## src/hdl/hpev_pkg.sv

```systemverilog
// Shared types and constants of the host:port endpoint validator.
`default_nettype none
package hpev_pkg;

    // Character class codes produced by the front end.
    localparam logic [2:0] CLS_DIGIT  = 3'd0;
    localparam logic [2:0] CLS_LETTER = 3'd1;
    localparam logic [2:0] CLS_HYPHEN = 3'd2;
    localparam logic [2:0] CLS_DOT    = 3'd3;
    localparam logic [2:0] CLS_COLON  = 3'd4;
    localparam logic [2:0] CLS_BAD    = 3'd5;

    localparam logic [5:0]  LABEL_MAX   = 6'd63;
    localparam logic [7:0]  OCTET_MAX   = 8'd255;
    localparam logic [2:0]  OCTET_COUNT = 3'd4;
    localparam logic [2:0]  GROUP_SAT   = 3'd7;
    localparam logic [2:0]  PORT_DIGITS = 3'd5;
    localparam logic [16:0] PORT_MAX    = 17'd65535;

    // One classified character as it travels from front to back.
    typedef struct packed {
        logic [2:0] cls;
        logic [3:0] digit;
        logic       last;
    } hpev_item_t;

endpackage
`default_nettype wire

```

## src/hdl/hpev_front.sv

```systemverilog
// Front end: accepts characters and classifies them into a registered item.
`default_nettype none
module hpev_front
    import hpev_pkg::*;
(
    input  wire logic       aclk,
    input  wire logic       aresetn,
    input  wire logic       s_tvalid,
    output logic            s_tready,
    input  wire logic [7:0] s_tdata,   // [7:0] character
    input  wire logic       s_tlast,
    output logic            item_valid,
    output hpev_item_t      item,
    input  wire logic       item_ready
);

    logic       valid_reg;
    logic       valid_next;
    hpev_item_t item_reg;
    hpev_item_t item_next;
    logic       take;

    assign s_tready   = !valid_reg || item_ready;
    assign take       = s_tvalid && s_tready;
    assign item_valid = valid_reg;
    assign item       = item_reg;

    always_comb begin
        valid_next      = valid_reg;
        item_next       = item_reg;
        if (valid_reg && item_ready) begin
            valid_next = 1'b0;
        end
        if (take) begin
            valid_next      = 1'b1;
            item_next.last  = s_tlast;
            item_next.digit = s_tdata[3:0];
            if (s_tdata inside {[8'h30:8'h39]}) begin
                item_next.cls = CLS_DIGIT;
            end else if (s_tdata inside {[8'h41:8'h5A], [8'h61:8'h7A]}) begin
                item_next.cls = CLS_LETTER;
            end else if (s_tdata == 8'h2D) begin
                item_next.cls = CLS_HYPHEN;
            end else if (s_tdata == 8'h2E) begin
                item_next.cls = CLS_DOT;
            end else if (s_tdata == 8'h3A) begin
                item_next.cls = CLS_COLON;
            end else begin
                item_next.cls = CLS_BAD;
            end
        end
    end

    always_ff @(posedge aclk) begin
        if (!aresetn) begin
            valid_reg <= 1'b0;
        end else begin
            valid_reg <= valid_next;
        end
        item_reg <= item_next;
    end

endmodule
`default_nettype wire

```

## src/hdl/hpev_queue.sv

```systemverilog
// Two-entry queue of classified characters between front and back.
`default_nettype none
module hpev_queue
    import hpev_pkg::*;
(
    input  wire logic       aclk,
    input  wire logic       aresetn,
    input  wire logic       push_valid,
    output logic            push_ready,
    input  wire hpev_item_t push_item,
    output logic            pop_valid,
    input  wire logic       pop_ready,
    output hpev_item_t      pop_item
);

    hpev_item_t slot_reg [2];
    logic       wr_ptr_reg;
    logic       wr_ptr_next;
    logic       rd_ptr_reg;
    logic       rd_ptr_next;
    logic [1:0] count_reg;
    logic [1:0] count_next;
    logic       push;
    logic       pop;

    assign push_ready = (count_reg != 2'd2);
    assign pop_valid  = (count_reg != 2'd0);
    assign pop_item   = slot_reg[rd_ptr_reg];
    assign push       = push_valid && push_ready;
    assign pop        = pop_valid && pop_ready;

    always_comb begin
        wr_ptr_next = push ? ~wr_ptr_reg : wr_ptr_reg;
        rd_ptr_next = pop ? ~rd_ptr_reg : rd_ptr_reg;
        count_next  = count_reg + {1'b0, push} - {1'b0, pop};
    end

    always_ff @(posedge aclk) begin
        if (!aresetn) begin
            wr_ptr_reg <= 1'b0;
            rd_ptr_reg <= 1'b0;
            count_reg  <= 2'd0;
        end else begin
            wr_ptr_reg <= wr_ptr_next;
            rd_ptr_reg <= rd_ptr_next;
            count_reg  <= count_next;
        end
        if (push) begin
            slot_reg[wr_ptr_reg] <= push_item;
        end
    end

endmodule
`default_nettype wire

```

## src/hdl/hpev_back.sv

```systemverilog
// Back end: per-string syntax state and the registered result.
`default_nettype none
module hpev_back
    import hpev_pkg::*;
#(
    parameter int MAX_LENGTH = 256
) (
    input  wire logic       aclk,
    input  wire logic       aresetn,
    input  wire logic       item_valid,
    output logic            item_ready,
    input  wire hpev_item_t item,
    output logic            m_tvalid,
    input  wire logic       m_tready,
    output logic [7:0]      m_tdata    // [0] valid_res, [7:1] zero
);

    localparam int LEN_W = $clog2(MAX_LENGTH + 1);
    localparam logic [LEN_W-1:0] LEN_LIMIT = LEN_W'(MAX_LENGTH);

    logic             in_port_reg,   in_port_next;
    logic [5:0]       label_len_reg, label_len_next;
    logic             prev_hyph_reg, prev_hyph_next;
    logic             all_dig_reg,   all_dig_next;
    logic [7:0]       octet_reg,     octet_next;
    logic             oct_ovf_reg,   oct_ovf_next;
    logic [2:0]       groups_reg,    groups_next;
    logic [16:0]      port_val_reg,  port_val_next;
    logic [2:0]       port_dig_reg,  port_dig_next;
    logic [LEN_W-1:0] total_reg,     total_next;
    logic             failed_reg,    failed_next;
    logic             out_valid_reg, out_valid_next;
    logic             out_bit_reg,   out_bit_next;

    logic        fire;
    logic        ok;
    logic [11:0] octet_prod;
    logic [16:0] port_prod;

    assign item_ready = !item.last || !out_valid_reg || m_tready;
    assign fire       = item_valid && item_ready;
    assign m_tvalid   = out_valid_reg;
    assign m_tdata    = {7'd0, out_bit_reg};

    assign octet_prod = ({4'd0, octet_reg} << 3) + ({4'd0, octet_reg} << 1)
                        + {8'd0, item.digit};
    assign port_prod  = (port_val_reg << 3) + (port_val_reg << 1) + {13'd0, item.digit};

    always_comb begin
        in_port_next   = in_port_reg;
        label_len_next = label_len_reg;
        prev_hyph_next = prev_hyph_reg;
        all_dig_next   = all_dig_reg;
        octet_next     = octet_reg;
        oct_ovf_next   = oct_ovf_reg;
        groups_next    = groups_reg;
        port_val_next  = port_val_reg;
        port_dig_next  = port_dig_reg;
        total_next     = (total_reg < LEN_LIMIT) ? total_reg + 1'b1 : total_reg;
        failed_next    = failed_reg || (total_next >= LEN_LIMIT);

        if (in_port_reg) begin
            if (item.cls != CLS_DIGIT || port_dig_reg >= PORT_DIGITS) begin
                failed_next = 1'b1;
            end else begin
                port_dig_next = port_dig_reg + 3'd1;
                port_val_next = port_prod;
            end
        end else begin
            case (item.cls)
                CLS_COLON: begin
                    if (label_len_reg == 6'd0 || prev_hyph_reg) begin
                        failed_next = 1'b1;
                    end
                    if (all_dig_reg && (oct_ovf_reg || groups_reg != OCTET_COUNT)) begin
                        failed_next = 1'b1;
                    end
                    in_port_next = 1'b1;
                end
                CLS_DOT: begin
                    if (label_len_reg == 6'd0 || prev_hyph_reg) begin
                        failed_next = 1'b1;
                    end
                    label_len_next = 6'd0;
                    octet_next     = 8'd0;
                    if (groups_reg < GROUP_SAT) begin
                        groups_next = groups_reg + 3'd1;
                    end
                    prev_hyph_next = 1'b0;
                end
                CLS_DIGIT, CLS_LETTER, CLS_HYPHEN: begin
                    if (label_len_reg == 6'd0 && item.cls == CLS_HYPHEN) begin
                        failed_next = 1'b1;
                    end
                    if (label_len_reg >= LABEL_MAX) begin
                        failed_next = 1'b1;
                    end else begin
                        label_len_next = label_len_reg + 6'd1;
                    end
                    if (item.cls != CLS_DIGIT) begin
                        all_dig_next = 1'b0;
                    end else if (all_dig_reg) begin
                        // A dotted-quad octet clamps at its ceiling once it overflows.
                        if (octet_prod > {4'd0, OCTET_MAX}) begin
                            oct_ovf_next = 1'b1;
                            octet_next   = OCTET_MAX;
                        end else begin
                            octet_next = octet_prod[7:0];
                        end
                    end
                    prev_hyph_next = (item.cls == CLS_HYPHEN);
                end
                default: begin
                    failed_next = 1'b1;
                end
            endcase
        end

        ok = !failed_next && in_port_next && (port_dig_next != 3'd0)
             && (port_val_next != 17'd0) && (port_val_next <= PORT_MAX);

        out_valid_next = out_valid_reg && !m_tready;
        out_bit_next   = out_bit_reg;
        if (fire && item.last) begin
            out_valid_next = 1'b1;
            out_bit_next   = ok;
        end
    end

    always_ff @(posedge aclk) begin
        if (!aresetn || (fire && item.last)) begin
            in_port_reg   <= 1'b0;
            label_len_reg <= 6'd0;
            prev_hyph_reg <= 1'b0;
            all_dig_reg   <= 1'b1;
            octet_reg     <= 8'd0;
            oct_ovf_reg   <= 1'b0;
            groups_reg    <= 3'd1;
            port_val_reg  <= 17'd0;
            port_dig_reg  <= 3'd0;
            total_reg     <= '0;
            failed_reg    <= 1'b0;
        end else if (fire) begin
            in_port_reg   <= in_port_next;
            label_len_reg <= label_len_next;
            prev_hyph_reg <= prev_hyph_next;
            all_dig_reg   <= all_dig_next;
            octet_reg     <= octet_next;
            oct_ovf_reg   <= oct_ovf_next;
            groups_reg    <= groups_next;
            port_val_reg  <= port_val_next;
            port_dig_reg  <= port_dig_next;
            total_reg     <= total_next;
            failed_reg    <= failed_next;
        end
        if (!aresetn) begin
            out_valid_reg <= 1'b0;
        end else begin
            out_valid_reg <= out_valid_next;
        end
        out_bit_reg <= out_bit_next;
    end

endmodule
`default_nettype wire

```

## src/hdl/host_port_endpoint_validator_core.sv

```systemverilog
// Top level of the host:port endpoint validator.
// The result of a string appears on m_tvalid after its last character has passed
// the front register and the queue and updated the result register. Throughput: one
// character per cycle while no last character waits on a full result register.
// aresetn is synchronous and active low; it empties the front register, the queue and
// the result register, and returns the string state to its start-of-string values.
`default_nettype none
module host_port_endpoint_validator_core
    import hpev_pkg::*;
#(
    parameter int MAX_LENGTH = 256
) (
    input  wire logic       aclk,
    input  wire logic       aresetn,
    input  wire logic       s_tvalid,
    output logic            s_tready,
    input  wire logic [7:0] s_tdata,   // [7:0] character
    input  wire logic       s_tlast,   // last character of the string
    output logic            m_tvalid,
    input  wire logic       m_tready,
    output logic [7:0]      m_tdata    // [0] valid_res, [7:1] zero
);

    // The front end classifies each character into a digit, letter, hyphen,
    // dot, colon or bad byte and registers it with its digit value and the
    // last flag. The queue lets the front keep taking characters while the
    // back end waits for its result register to drain.
    logic       front_valid;
    logic       front_ready;
    hpev_item_t front_item;
    logic       back_valid;
    logic       back_ready;
    hpev_item_t back_item;

    hpev_front u_front (
        .aclk       (aclk),
        .aresetn    (aresetn),
        .s_tvalid   (s_tvalid),
        .s_tready   (s_tready),
        .s_tdata    (s_tdata),
        .s_tlast    (s_tlast),
        .item_valid (front_valid),
        .item       (front_item),
        .item_ready (front_ready)
    );

    hpev_queue u_queue (
        .aclk       (aclk),
        .aresetn    (aresetn),
        .push_valid (front_valid),
        .push_ready (front_ready),
        .push_item  (front_item),
        .pop_valid  (back_valid),
        .pop_ready  (back_ready),
        .pop_item   (back_item)
    );

    // The back end tracks labels, octets, the port and the overall length.
    // Only a last character needs room in the result register, so ordinary
    // characters keep flowing while a result waits to be taken.
    hpev_back #(
        .MAX_LENGTH (MAX_LENGTH)
    ) u_back (
        .aclk       (aclk),
        .aresetn    (aresetn),
        .item_valid (back_valid),
        .item_ready (back_ready),
        .item       (back_item),
        .m_tvalid   (m_tvalid),
        .m_tready   (m_tready),
        .m_tdata    (m_tdata)
    );

endmodule
`default_nettype wire
```

## config.mk

```make
export PLATFORM = sky130hd
export DESIGN_NAME = host_port_endpoint_validator_core
export DESIGN_NICKNAME = d
export VERILOG_FILES = /design/src/hdl/hpev_pkg.sv /design/src/hdl/hpev_front.sv /design/src/hdl/hpev_queue.sv /design/src/hdl/hpev_back.sv /design/src/hdl/host_port_endpoint_validator_core.sv
export SDC_FILE = /design/constraint.sdc
export NUM_CORES = 1
export LEC_CHECK = 0
export ABC_AREA = 1
export BUFFER_PORTS_ARGS = -buffer_cell sky130_fd_sc_hd__buf_2
export CAP_MARGIN = 30
export CORE_MARGIN = 4
export CORE_UTILIZATION = 40
export CTS_BUF_LIST = sky130_fd_sc_hd__clkbuf_4
export DETAILED_ROUTE_END_ITERATION = 8
export SYNTH_ARGS = -nofsm -noshare
export SYNTH_HDL_FRONTEND = slang
export SYNTH_HIERARCHICAL = 1
export SYNTH_SLANG_ARGS = --single-unit
```

## constraint.sdc

```tcl
create_clock -name aclk -period 7 [get_ports aclk]
set_clock_uncertainty 0.15 [all_clocks]
set_input_delay 1.4 -clock aclk [delete_from_list [all_inputs] [get_ports aclk]]
set_output_delay 1.4 -clock aclk [all_outputs]
set_load 0.05 [all_outputs]
```

# After elaboration in Yosys (flattened, before gate mapping)

Memories as Yosys holds them, arrays and structs flattened. A register that Yosys moved wholly into a read port is not among the register bits.
Index checks and enable logic that the tools add are counted.

Bits in registers: 66
RAM bits: 16
Bits of input ports: 13
Output and inout port bits: 10
Logic and storage cells: 140
Memories: 1

Memory list:

| name             | words | width | rd ports | clocked after memory_dff | wr ports | RTL line         | RTL |
|---|---|---|---|---|---|---|---|
| u_queue.slot_reg | 2     | 8     | 1        | 1                        | 1        | hpev_queue.sv:16 | `hpev_item_t slot_reg [2];` |

$add $sub $neg: 10
$lt $le $gt $ge: 13
Equal/unequal tests: 12
Muxes and demuxes: 32
Bitwise gates (word level): 4
Reductions and logical operators: 46

Operators with widths:

| operator               | count |
|---|---|
| $mux W17               | 2 |
| $eq A8 B6 Y1 const B   | 3 |
| $mux W8                | 3 |
| $add A17 B17 Y17       | 1 |
| $add A17 B4 Y17        | 1 |
| $le A17 B16 Y1 const B | 1 |
| $mux W1                | 17 |
| $reduce_bool A17 Y1    | 1 |
| $ge A8 B7 Y1 const B   | 2 |
| $le A8 B7 Y1 const B   | 2 |
| $pmux W8 S2            | 1 |
| $logic_and A1 B1 Y1    | 14 |
| $add A11 B9 Y12        | 1 |
| $add A12 B4 Y12        | 1 |
| $gt A12 B8 Y1 const B  | 1 |
| $pmux W6 S2            | 1 |
| $reduce_and A4 Y1      | 3 |
| $add A9 B1 Y9 const B  | 1 |
| $ge A9 B9 Y1 const B   | 1 |
| $lt A9 B9 Y1 const B   | 1 |
| $mux W9                | 1 |
| $ge A8 B6 Y1 const B   | 1 |
| $le A8 B6 Y1 const B   | 1 |
| $logic_or A1 B1 Y1     | 8 |
| other kinds (30)       | 48 |

# Logic depth before layout (Yosys ltp)

Gate-level depths: netlist (run 1).

Word-level depth: 13
Depth in mapped cells: 20
Gate-level depth less buffers: 19

# Cells and area by module

The synthesis (run 1) kept the hierarchy.

Modules (own cells, without submodules):

| module     | instances | cells an instance | area an instance (um^2) |
|---|---|---|---|
| hpev_back  | 1         | 654               | 4379.2 |
| hpev_queue | 1         | 61                | 872.1 |
| hpev_front | 1         | 49                | 440.4 |

# Worst setup path before layout (run 1)

OpenSTA, ideal clock, no wires.

Path kind: reg-to-reg
Start point: register (tool-made name)
End point: register u_back.out_bit_reg (data pin)
Arrival time: 2.626 ns
Required time: 6.598 ns
Slack: 3.972 ns
Stages on the path, launching flop included: 20
Buffers on the path: 1
Clock period less this slack: 3.028 ns
Cell sequence: dfxtp_1 buf_6 mux2_4 inv_1 fa_1 fa_1 inv_1 nand2_1 nand2_1 nand3_1 nand2_1 nand2_1 nand2_1 nand2_1 nand2_1 nand2_1 o21ai_0 nand3_1 nor2_1 nor2_1

RTL lines:

| what                 | RTL line         | RTL |
|---|---|---|
| to (signal assigned) | hpev_back.sv:161 | `out_bit_reg <= out_bit_next;` |
| to (decl)            | hpev_back.sv:33  | `logic out_bit_reg, out_bit_next;` |

==> results of run 1 <==
## Yosys cell counts, types with 8 or more instances
master / count / area, um2
sky130_fd_sc_hd__nand2_1: 179 / 672
sky130_fd_sc_hd__inv_1: 118 / 443
sky130_fd_sc_hd__nand3_1: 59 / 295
sky130_fd_sc_hd__nor2_1: 59 / 221
sky130_fd_sc_hd__dfxtp_1: 58 / 1160
sky130_fd_sc_hd__ha_1: 52 / 651
sky130_fd_sc_hd__a21oi_1: 50 / 250
sky130_fd_sc_hd__edfxtp_1: 25 / 751
sky130_fd_sc_hd__o21ai_0: 25 / 125
sky130_fd_sc_hd__nor3_1: 17 / 85.1
sky130_fd_sc_hd__o211ai_1: 9 / 67.6
sky130_fd_sc_hd__xor2_1: 9 / 78.8
sky130_fd_sc_hd__buf_4: 8 / 60.1
sky130_fd_sc_hd__mux2_4: 8 / 120
## cells by family (layout without fill, tap and decap cells)
logic type,Yosys count,count (layout),share of synthesized area [%]
AO/OA/AOI/OAI,100,100,9.85
XOR/XNOR,12,12,1.85
adder cells (fa/ha/maj),56,56,12.8
buffers and inverters,146,157,10.7
flip-flops,83,83,33.6
multiplexers,8,8,2.11
other,1,8,0.0659
AND/OR/NAND/NOR,358,358,29.0
## worst paths after layout
kind | start | end | cells past startpoint
worst min-delay path | u_front/item[5] | u_queue/slot_reg[0][5] | 0
worst max register to register | flop | u_back/out_bit_reg | 18
worst min register to register | u_front/item[5] | u_queue/slot_reg[0][5] | 0
worst max-delay path | flop | u_back/out_bit_reg | 18
## cells in the final DEF (no fill, tap or decap), types with 5 or more instances in the layout
| master | netlist | final |
|---|---|---|
| sky130_fd_sc_hd__nand2_1 | 179 | 179 |
| sky130_fd_sc_hd__inv_1 | 118 | 118 |
| sky130_fd_sc_hd__nand3_1 | 59 | 59 |
| sky130_fd_sc_hd__nor2_1 | 59 | 59 |
| sky130_fd_sc_hd__dfxtp_1 | 58 | 58 |
| sky130_fd_sc_hd__ha_1 | 52 | 52 |
| sky130_fd_sc_hd__a21oi_1 | 50 | 50 |
| sky130_fd_sc_hd__o21ai_0 | 25 | 25 |
| sky130_fd_sc_hd__edfxtp_1 | 25 | 25 |
| sky130_fd_sc_hd__nor3_1 | 17 | 17 |
| sky130_fd_sc_hd__buf_2 | 5 | 15 |
| sky130_fd_sc_hd__clkbuf_4 | 0 | 10 |
| sky130_fd_sc_hd__xor2_1 | 9 | 9 |
| sky130_fd_sc_hd__o211ai_1 | 9 | 9 |
| sky130_fd_sc_hd__mux2_4 | 8 | 8 |
| sky130_fd_sc_hd__nand4_1 | 7 | 7 |
| sky130_fd_sc_hd__nand2_2 | 7 | 7 |
| sky130_fd_sc_hd__nor2_2 | 7 | 7 |
| sky130_fd_sc_hd__conb_1 | 1 | 7 |
| sky130_fd_sc_hd__inv_2 | 5 | 5 |
| sky130_fd_sc_hd__o21bai_1 | 5 | 5 |
## area by class of cell
class                           instances  area, um2
Sequential cell                        83       1910
Tap cell                              180        225
Multi-Input combinational cell        541       3190
Timing Repair Buffer                   16       82.6
Clock inverter                          6       88.8
Inverter                              125        473
Antenna cell                            1       2.50
Fill cell                            1400       7880
Clock buffer                           10       75.1
## per-stage QoR
stage                     total power (W)  util, %  instance area (um2)  worst slack (ns)  hold slack [ns]
after global placement            0.00172     42.2                 5880              3.08            0.275
after detailed placement          0.00172     42.2                 5880              3.02            0.283
after CTS                         0.00205     43.4                 6050              3.39            0.316
final                             0.00202     43.4                 6050              3.44            0.315
after floorplan                   0.00152        -                 5710              3.97            0.271
after global routing              0.00222     43.4                 6050              3.13            0.330
## power groups by stage
stage,sequential [W],clock (W),combinational (W)
2_1_floorplan,0.000672,0,0.000851
3_3_place_gp,0.000701,0,0.00102
3_5_place_dp,0.000701,0,0.00101
4_1_cts,0.000691,0.000328,0.00103
5_1_grt,0.000702,0.000344,0.00118
6_report,0.000690,0.000314,0.00101
## layer usage
metal / global-route usage, % / up-vias / wire length, um
met5: 0 / - / 0
met2: 22.5 / 44 / 4990
met1: 17.9 / 2019 / 5390
li1: - / 2495 / -
met4: 5.87 / 0 / 208
met3: 1.51 / 11 / 225
==> run_results.csv, run 1 <==
group,metric,value,unit
floorplanning,fp.dieArea,16200,um2
cts,clock_tree.buffer_depth,2,
placement,dp.final_hpwl,8490,um
cts,h-tree-depth,3,
timing,finalWorstPathRequiredPeriod,3.56,ns
cts,clockRootBuffer,"sky130_fd_sc_hd__clkbuf_4",
grt,grt_first_pass_wirelength,18300,um
cts,ctsHoldBuffers,0,
worst_setup_path,timing.critical_path.mode_cell,"sky130_fd_sc_hd__nand2_1",
worst_setup_path,critPathRequiredTime,7.05,ns
synth,synth_seq_cells,83,
outcome,run_status,"finished clean",
cts,cts-resized-gates,0,
synth,synth-async-reset-ratio,0,%
drt,drc,0,
cells_and_area,num-nets-final,845,
timing,grt_setup_unrepaired,"no",
power,worst_ir_drop_vdd,0.000159,V
floorplanning,floorplan.die.width,127,um
worst_setup_path,critical_path.n_buffers_inverters,2,
worst_setup_path,r2r_setup_slk,3.44,ns
floorplanning,die_height,127,um
timing,maxSlewHeadroom,50.8,%
cells_and_area,layout-drive-gt1-share,9.60,%
worst_setup_path,worst_path_largest_cell_delay,0.66,ns
placement,gp_routability_congestion,0.834,
timing,timing.setup.tns,0,ns
timing,period_share,50.8,%
timing,worst-slew-pin-transition,0.738,ns
min_path,worst_hold_path_type,"flop to flop",
synth,syn_area,5690,um2
cts,cts_post_setup_buffers_inserted,0,
worst_setup_path,family_with_the_most_delay_on_the_worst_path,"simple AND/OR/NAND/NOR gates",
synth,ys.warnings.count,6,
worst_setup_path,timing.critical_path.cells,"mux2_4 -> inv_1 -> fa_1 -> fa_1 -> inv_1 -> nand2_1 -> nand2_1 -> nand3_1 -> nand2_1 -> nand2_1 -> nand3_1 -> nand2_1 -> nor2_1 -> nand2_1 -> nor2_1 -> nand2_1 -> nor2_1 -> nor2_1",
power,power.share.combinational,50.2,%
timing,slew_violations,0,
drt,drt_pre_antenna_iters,4,
grt,global_route.overflow_total,0,
cells_and_area,synthToLayoutAreaGrowth,6.31,%
synth,synth_seq_area_share,33.6,%
grt,antenna_found_initial,1,
floorplanning,coreArea,13900,um2
timing,fmaxAchievable,281,MHz
drt,wirelength,10800,um
power,power_report.internal_total,0.00112,W
worst_setup_path,timing.critical_path.from_type,"flop",
drt,dr_total_vias,4569,
drt,avgRoutedWirePerCell,11.2,um
grt,grt_max_degree,34,
run,drv.max_cap_violation_count,0,
synth,yosys.cell_types.count,49,
grt,grt_use_total,13.6,%
drt,dr.first_iter.drc_count,195,
worst_setup_path,crit_path_end_kind,"flop",
placement,io_buffer_count,15,
floorplanning,row_count,43,
power,fraction_of_power_consumed_by_sequential_logic,34.2,%
synth,synth_ff_type,"sky130_fd_sc_hd__dfxtp_1",
grt,grt_pass1_vias,4113,
cts,clk_pin_slew_worst_paths,0.13,ns
drt,avgViaCountPerCell,4.75,
floorplanning,start_util,40.8,%
power,netSwitchingPower,0.000897,W
cells_and_area,non_filler_instances,962,
power,sw_frac_of_total,44.5,%
worst_setup_path,criticalPathCategory,"flop to flop",
cts,cts_sinks,83,
cts,cts_buffers,9,
cells_and_area,largest_register_ffs,17,
timing,report.final.setup_viol,0,
power,leakagePower,3.05,nW
cts,clk-insertion-delay-late,0.43,ns
power,pwr_density_cell,333,nW/um2
timing,final_hold_viol_count,0,
worst_setup_path,cp_data_arrival_time,3.61,ns
placement,dpl.cell_count,945,
cts,cts_tree,"built",
floorplanning,io_pins,23,
worst_setup_path,crit_slowest_cell,"sky130_fd_sc_hd__dfxtp_1",
drt,postRouteAntennaNets,0,
synth,synthCells,764,
synth,avg_synthesized_cell_area,7.45,um2
worst_setup_path,critical_path.max_fanout,8,
power,p_clk_share,15.6,%
synth,synth_enable_flop_cells,25,
No activity file was read; power rests on OpenSTA's default activity.
==> run 2, diff against run 1 <==
==> constraint.sdc (replaced) <==
create_clock -name aclk -period 3 [get_ports aclk]
set_clock_uncertainty 0.15 [all_clocks]
set_input_delay 0.6 -clock aclk [delete_from_list [all_inputs] [get_ports aclk]]
set_output_delay 0.6 -clock aclk [all_outputs]
set_load 0.05 [all_outputs]
==> run_results.csv, run 2 (synthesis results as in run 1) <==
group,metric,value,unit
outcome,run_status,"finished, violations left",
outcome,failed_checks,"negative setup slack",
worst_setup_path,critical_path.max_fanout,4,
drt,wirelength,11200,um
min_path,hold-path-cell-count,1,
worst_setup_path,r2r_setup_slk,-0.001,ns
power,leakagePower,3.23,nW
grt,grt_first_pass_wirelength,19300,um
cts,cts_tree,"built",
min_path,whs_endpoint,"u_front/item[0]",
drt,postRouteAntennaNets,0,
placement,dp.final_hpwl,8510,um
cells_and_area,non_filler_instances,986,
placement,gp_routability_congestion,0.818,
worst_setup_path,logic_depth_of_the_worst_path_buffers_included,15,
cells_and_area,largest_register_ffs,17,
cts,clk-insertion-delay-late,0.44,ns
timing,finalWorstPathRequiredPeriod,3.00,ns
cts,h-tree-depth,3,
drt,drt_pre_antenna_iters,5,
floorplanning,coreArea,13900,um2
grt,grt_max_degree,29,
cells_and_area,layout_commonest_cell,"sky130_fd_sc_hd__nand2_1",
timing,report.final.setup_viol,1,
worst_setup_path,timing.critical_path.cells,"mux2_4 -> buf_4 -> ha_4 -> ha_4 -> inv_2 -> fa_2 -> o21ai_4 -> nand4_1 -> nand3_1 -> nand2_2 -> nor2_4 -> clkbuf_16 -> nand3_2 -> nand2_1 -> a21oi_1",
timing,slew_violations,0,
cells_and_area,multi_input_comb_area,3340,um2
drt,avgRoutedWirePerCell,11.3,um
worst_setup_path,worst_path_largest_cell_delay,0.41,ns
timing,period_share,100,%
min_path,hold_path_startpoint,"s_tlast",
cts,cts_buffers,9,
floorplanning,io_pins,23,
grt,grt_use_total,14.2,%
worst_setup_path,worstReg2RegEnd,"u_back/octet_reg[6]",
drt,drc,0,
cells_and_area,layout-drive-gt1-share,16.0,%
grt,antenna_found_initial,1,
worst_setup_path,timing.critical_path.from_type,"flop",
drt,avgViaCountPerCell,4.75,
floorplanning,fp.dieArea,16200,um2
worst_setup_path,crit_path_end_kind,"flop",
worst_setup_path,timing.critical_path.mode_cell,"sky130_fd_sc_hd__ha_4",
floorplanning,row_count,43,
placement,dpl.cell_count,963,
power,worst_ir_drop_vdd,0.000400,V
cells_and_area,num-nets-final,869,
timing,maxSlewHeadroom,49.7,%
cts,clk_pin_slew_worst_paths,0.13,ns
floorplanning,floorplan.die.width,127,um
timing,fmaxAchievable,333,MHz
cells_and_area,synthToLayoutAreaGrowth,13.1,%
cells_and_area,final_area,6440,um2
grt,grt_pass1_vias,4237,
power,pwr_density_cell,786,nW/um2
cts,clockRootBuffer,"sky130_fd_sc_hd__clkbuf_4",
placement,detailed_place.area,6030,um2
grt,global_route.overflow_total,0,
worst_setup_path,ff2ff_path_depth,15,
floorplanning,die_height,127,um
min_path,worst_hold_path_type,"input pin to flop",
worst_setup_path,criticalPathCategory,"flop to flop",
worst_setup_path,critPathRequiredTime,3.19,ns
cells_and_area,regArea,1920,um2
timing,final_hold_viol_count,0,
worst_setup_path,critical_path.n_buffers_inverters,3,
worst_setup_path,cp_data_arrival_time,3.19,ns
drt,dr.first_iter.drc_count,229,
cts,clock_tree.buffer_depth,2,
cts,cts_sinks,83,
worst_setup_path,family_with_the_most_delay_on_the_worst_path,"adder cells",
timing,setup_slack,-0.000960,ns
floorplanning,start_util,40.8,%
cells_and_area,fillCellCount,1366,
cells_and_area,layout.cells.most_common_list,"172 x sky130_fd_sc_hd__nand2_1, 116 x sky130_fd_sc_hd__inv_1, 59 x sky130_fd_sc_hd__nor2_1",
worst_setup_path,crit_slowest_cell,"sky130_fd_sc_hd__fa_2",
placement,io_buffer_count,15,
run,drv.max_cap_violation_count,0,
timing,grt_setup_unrepaired,"yes",
drt,dr_total_vias,4688,
timing,worst-slew-pin-transition,0.755,ns
==> run 2: changes by cell type in the layout (fill, tap and decap cells not counted), sizes merged <==
cell / previous run / this run
buf: 16 / 39
bufinv: 2 / 3
clkinv: 2 / 1
clkinvlp: 2 / 3
==> run 2: final cells by class <==
type | instances | share of cell area (%)
multi-input combinational | 541 | 51.9
sequential | 83 | 29.8
inverter | 125 | 7.35
timing repair buffer | 40 | 4.61
tap | 180 | 3.50
clock inverter | 7 | 1.81
clock buffer | 9 | 1.05
antenna | 1 | 0.0389
==> run 2: report_power, final <==
part	total [W]	internal [W]	switching, W
Combinational	0.00264	0.00103	0.00161
Clock	0.000811	0.000419	0.000393
Sequential	0.00161	0.00140	0.000209
==> run 2: timing repair <==
item	in CTS	in global routing
pin swaps	6	16
cloned	0	1
endpoints found under the setup margin	10	13
resized for setup	4	33
hold buffers	0	0
setup buffers	3	2
==> run 2: metrics by stage <==
| step | utilization [%] | setup slack [ns] | total power (W) | TNS, ns | hold slack (ns) |
|---|---|---|---|---|---|
| after floorplan | - | 0.0101 | 0.00356 | 0 | 0.271 |
| final | 46.2 | -0.000960 | 0.00506 | -0.000960 | 0.180 |
| after CTS | 44.8 | 0.000147 | 0.00499 | 0 | 0.146 |
| after detailed placement | 43.3 | -0.113 | 0.00415 | -0.591 | 0.283 |
| after global routing | 46.2 | -0.152 | 0.00558 | -1.43 | 0.147 |
| after global placement | 43.3 | -0.0499 | 0.00415 | -0.255 | 0.276 |
==> run 2: worst max-delay path by stage <==
stage / from / to / slack [ns]
detailed placement: flop / u_back/out_bit_reg / -0.11
finish: flop / u_back/octet_reg[6] / -0.001
CTS: flop / u_back/out_bit_reg / 0.0001
global route: flop / u_back/octet_reg[4] / -0.15
floorplan: flop / u_back/octet_reg[0] / 0.01
global placement: flop / u_back/out_bit_reg / -0.05
==> run 2: worst register-to-register path, stage by stage (launching register included) <==
cell	delay, ns
sky130_fd_sc_hd__dfxtp_4	0.39
sky130_fd_sc_hd__mux2_4	0.33
sky130_fd_sc_hd__buf_4	0.15
sky130_fd_sc_hd__ha_4	0.26
sky130_fd_sc_hd__ha_4	0.12
sky130_fd_sc_hd__inv_2	0.04
sky130_fd_sc_hd__fa_2	0.41
sky130_fd_sc_hd__o21ai_4	0.19
sky130_fd_sc_hd__nand4_1	0.15
sky130_fd_sc_hd__nand3_1	0.12
sky130_fd_sc_hd__nand2_2	0.07
sky130_fd_sc_hd__nor2_4	0.17
sky130_fd_sc_hd__clkbuf_16	0.17
sky130_fd_sc_hd__nand3_2	0.06
sky130_fd_sc_hd__nand2_1	0.07
sky130_fd_sc_hd__a21oi_1	0.06
==> run 2: per-layer routing <==
metal / vias up / routed length, um / track usage [%]
met3: 9 / 359 / 2.68
li1: 2540 / - / -
met1: 2075 / 5770 / 20.1
met5: - / 0 / 0
met2: 64 / 4950 / 22.4
met4: 0 / 101 / 3.85
==> run 3, diff against run 2 <==
--- a/config.mk
+++ b/config.mk
@@ -9,7 +9,7 @@
 export BUFFER_PORTS_ARGS = -buffer_cell sky130_fd_sc_hd__buf_2
 export CAP_MARGIN = 30
 export CORE_MARGIN = 4
-export CORE_UTILIZATION = 40
+export CORE_UTILIZATION = 30
 export CTS_BUF_LIST = sky130_fd_sc_hd__clkbuf_4
 export DETAILED_ROUTE_END_ITERATION = 8
 export SYNTH_ARGS = -nofsm -noshare
==> run_results.csv, run 3 (synthesis results as in run 1) <==
group,metric,value,unit
floorplanning,start_util,30.4,%
floorplanning,die_height,146,um
cts,clockRootBuffer,"sky130_fd_sc_hd__clkbuf_4",
cells_and_area,layout_commonest_cell,"sky130_fd_sc_hd__nand2_1",
cells_and_area,synthToLayoutAreaGrowth,12.6,%
placement,gp_routability_congestion,0.815,
drt,dr_total_vias,4650,
cts,ctsHoldBuffers,0,
grt,grt_pass1_vias,4287,
power,power.share.combinational,54.1,%
power,power_report.internal_total,0.00269,W
power,fraction_of_power_consumed_by_sequential_logic,32.9,%
min_path,worst_hold_path_type,"input pin to flop",
drt,drc,0,
cts,cts_buffers,9,
run,drv.max_cap_violation_count,0,
grt,grt_first_pass_wirelength,19400,um
power,sw_frac_of_total,44.9,%
cells_and_area,layout-drive-gt1-share,15.4,%
timing,post_route_worst_hold_slack,0.184,ns
floorplanning,row_count,50,
drt,dr.first_iter.drc_count,214,
outcome,run_status,"finished clean",
drt,avgRoutedWirePerCell,10.9,um
timing,grt_setup_unrepaired,"yes",
timing,maxSlewHeadroom,48.1,%
timing,fmaxAchievable,335,MHz
grt,antenna_found_initial,1,
cts,cts_sinks,83,
worst_setup_path,critPathRequiredTime,3.07,ns
cts,clk-insertion-delay-late,0.44,ns
floorplanning,fp.dieArea,21200,um2
drt,drt_pre_antenna_iters,4,
floorplanning,io_pins,23,
timing,period_share,99.6,%
power,netSwitchingPower,0.00219,W
timing,timing.setup.tns,0,ns
floorplanning,floorplan.die.width,146,um
cts,cts_tree,"built",
drt,wirelength,11300,um
power,pwr_density_cell,761,nW/um2
drt,postRouteAntennaNets,0,
cts,clk_pin_slew_worst_paths,0.14,ns
cts,clock_tree.buffer_depth,2,
placement,dp.final_hpwl,8650,um
timing,worst-slew-pin-transition,0.779,ns
cells_and_area,largest_register_ffs,17,
cells_and_area,layout.core_utilization,34.3,%
timing,finalWorstPathRequiredPeriod,2.99,ns
placement,detailed_place.area,6080,um2
worst_setup_path,cp_data_arrival_time,3.06,ns
timing,report.final.setup_viol,0,
timing,final_hold_viol_count,0,
cells_and_area,final_area,6410,um2
power,p_clk_share,13.1,%
timing,slew_violations,0,
cells_and_area,fillCellCount,1927,
grt,grt_use_total,10.8,%
power,post-layout-total-power,0.00488,W
worst_setup_path,crit_path_end_kind,"flop",
placement,io_buffer_count,15,
cts,h-tree-depth,3,
cells_and_area,num-nets-final,864,
grt,global_route.overflow_total,0,
worst_setup_path,timing.critical_path.from_type,"flop",
floorplanning,coreArea,18700,um2
power,leakagePower,3.20,nW
grt,grt_max_degree,32,
worst_setup_path,critical_path.max_fanout,3,
drt,avgViaCountPerCell,4.49,
worst_setup_path,criticalPathCategory,"flop to flop",
cells_and_area,layout.cells.most_common_list,"172 x sky130_fd_sc_hd__nand2_1, 118 x sky130_fd_sc_hd__inv_1, 59 x sky130_fd_sc_hd__nor2_1",
power,worst_ir_drop_vdd,0.000478,V
run 3: cell types whose count changed in the layout (fill, tap and decap cells not counted), moves of 2 or more:
cell | before | now
sky130_fd_sc_hd__nand3_4 | 0 | 2
sky130_fd_sc_hd__inv_2 | 8 | 5
sky130_fd_sc_hd__buf_6 | 1 | 3
sky130_fd_sc_hd__inv_1 | 116 | 118
sky130_fd_sc_hd__clkinv_1 | 0 | 2
sky130_fd_sc_hd__buf_4 | 22 | 17
sky130_fd_sc_hd__a21oi_1 | 49 | 45
sky130_fd_sc_hd__clkinv_2 | 1 | 3
sky130_fd_sc_hd__clkinvlp_4 | 3 | 0
sky130_fd_sc_hd__a21oi_2 | 1 | 5
sky130_fd_sc_hd__bufinv_16 | 3 | 1
run 3: path summary, 6_finish.rpt:
check | cells past startpoint | endpoint | from | slack [ns]
max | 18 | u_back/out_bit_reg | flop | 0.01
min | 1 | u_front/item[0] | s_tlast | 0.18
max reg2reg | 18 | u_back/out_bit_reg | flop | 0.01
min reg2reg | 0 | u_queue/slot_reg[1][2] | u_front/item[2] | 0.31
run 3: metrics by stage:
stage,instances,setup slack (ns)
2_1_floorplan,770,0.0101
3_3_place_gp,1016,-0.0422
3_5_place_dp,1016,-0.0909
4_1_cts,1032,-0.00617
5_1_grt,1035,-0.187
6_report,1035,0.0116
run 3: repair_timing:
| item | in CTS | in global routing |
|---|---|---|
| setup buffers | 0 | 1 |
| setup endpoints to repair | 10 | 15 |
| pin swaps | 6 | 11 |
| gates cloned | 0 | 1 |
| gates resized for setup | 5 | 37 |
run 3: area by class of cell:
class | instances | area, um2 | area share (%)
diodes | 1 | 2.50 | 0.0390
multi-input cells | 541 | 3360 | 52.4
flip-flops and latches | 83 | 1920 | 29.9
inverters | 125 | 473 | 7.38
clock inverters | 6 | 56.3 | 0.878
well taps | 234 | 293 | 4.57
repair buffers | 35 | 236 | 3.69
clock buffers | 10 | 75.1 | 1.17
run 3: power by group through the flow:
stage | logic, W | clock network [W] | registers [W]
after floorplan | 0.00199 | 0 | 0.00157
after global placement | 0.00253 | 0 | 0.00162
after detailed placement | 0.00254 | 0 | 0.00162
after CTS | 0.00257 | 0.000665 | 0.00160
after global routing | 0.00305 | 0.000710 | 0.00164
final | 0.00264 | 0.000638 | 0.00160
run 3: routing by layer:
metal / share of wire (%) / GRT usage, %
met5: 0 / 0
met4: 1.5 / 4.13
met3: 2.6 / 1.49
met2: 44 / 17.1
met1: 52 / 14.8
run 3: worst max-delay path, stage by stage (launching register included):
cell and delay [ns]:
sky130_fd_sc_hd__dfxtp_4 0.38, sky130_fd_sc_hd__mux2_4 0.32, sky130_fd_sc_hd__inv_1 0.08, sky130_fd_sc_hd__fa_1 0.45
sky130_fd_sc_hd__fa_2 0.36, sky130_fd_sc_hd__inv_1 0.07, sky130_fd_sc_hd__nand2_1 0.06, sky130_fd_sc_hd__nand2_2 0.08
sky130_fd_sc_hd__nand4_1 0.12, sky130_fd_sc_hd__nand2_2 0.12, sky130_fd_sc_hd__nand2_1 0.05, sky130_fd_sc_hd__nand2_1 0.05
sky130_fd_sc_hd__nand2_1 0.04, sky130_fd_sc_hd__nand2_1 0.08, sky130_fd_sc_hd__nand2_1 0.06, sky130_fd_sc_hd__nor2_1 0.09
sky130_fd_sc_hd__nand2_1 0.06, sky130_fd_sc_hd__nor2_1 0.11, sky130_fd_sc_hd__nor2_1 0.05
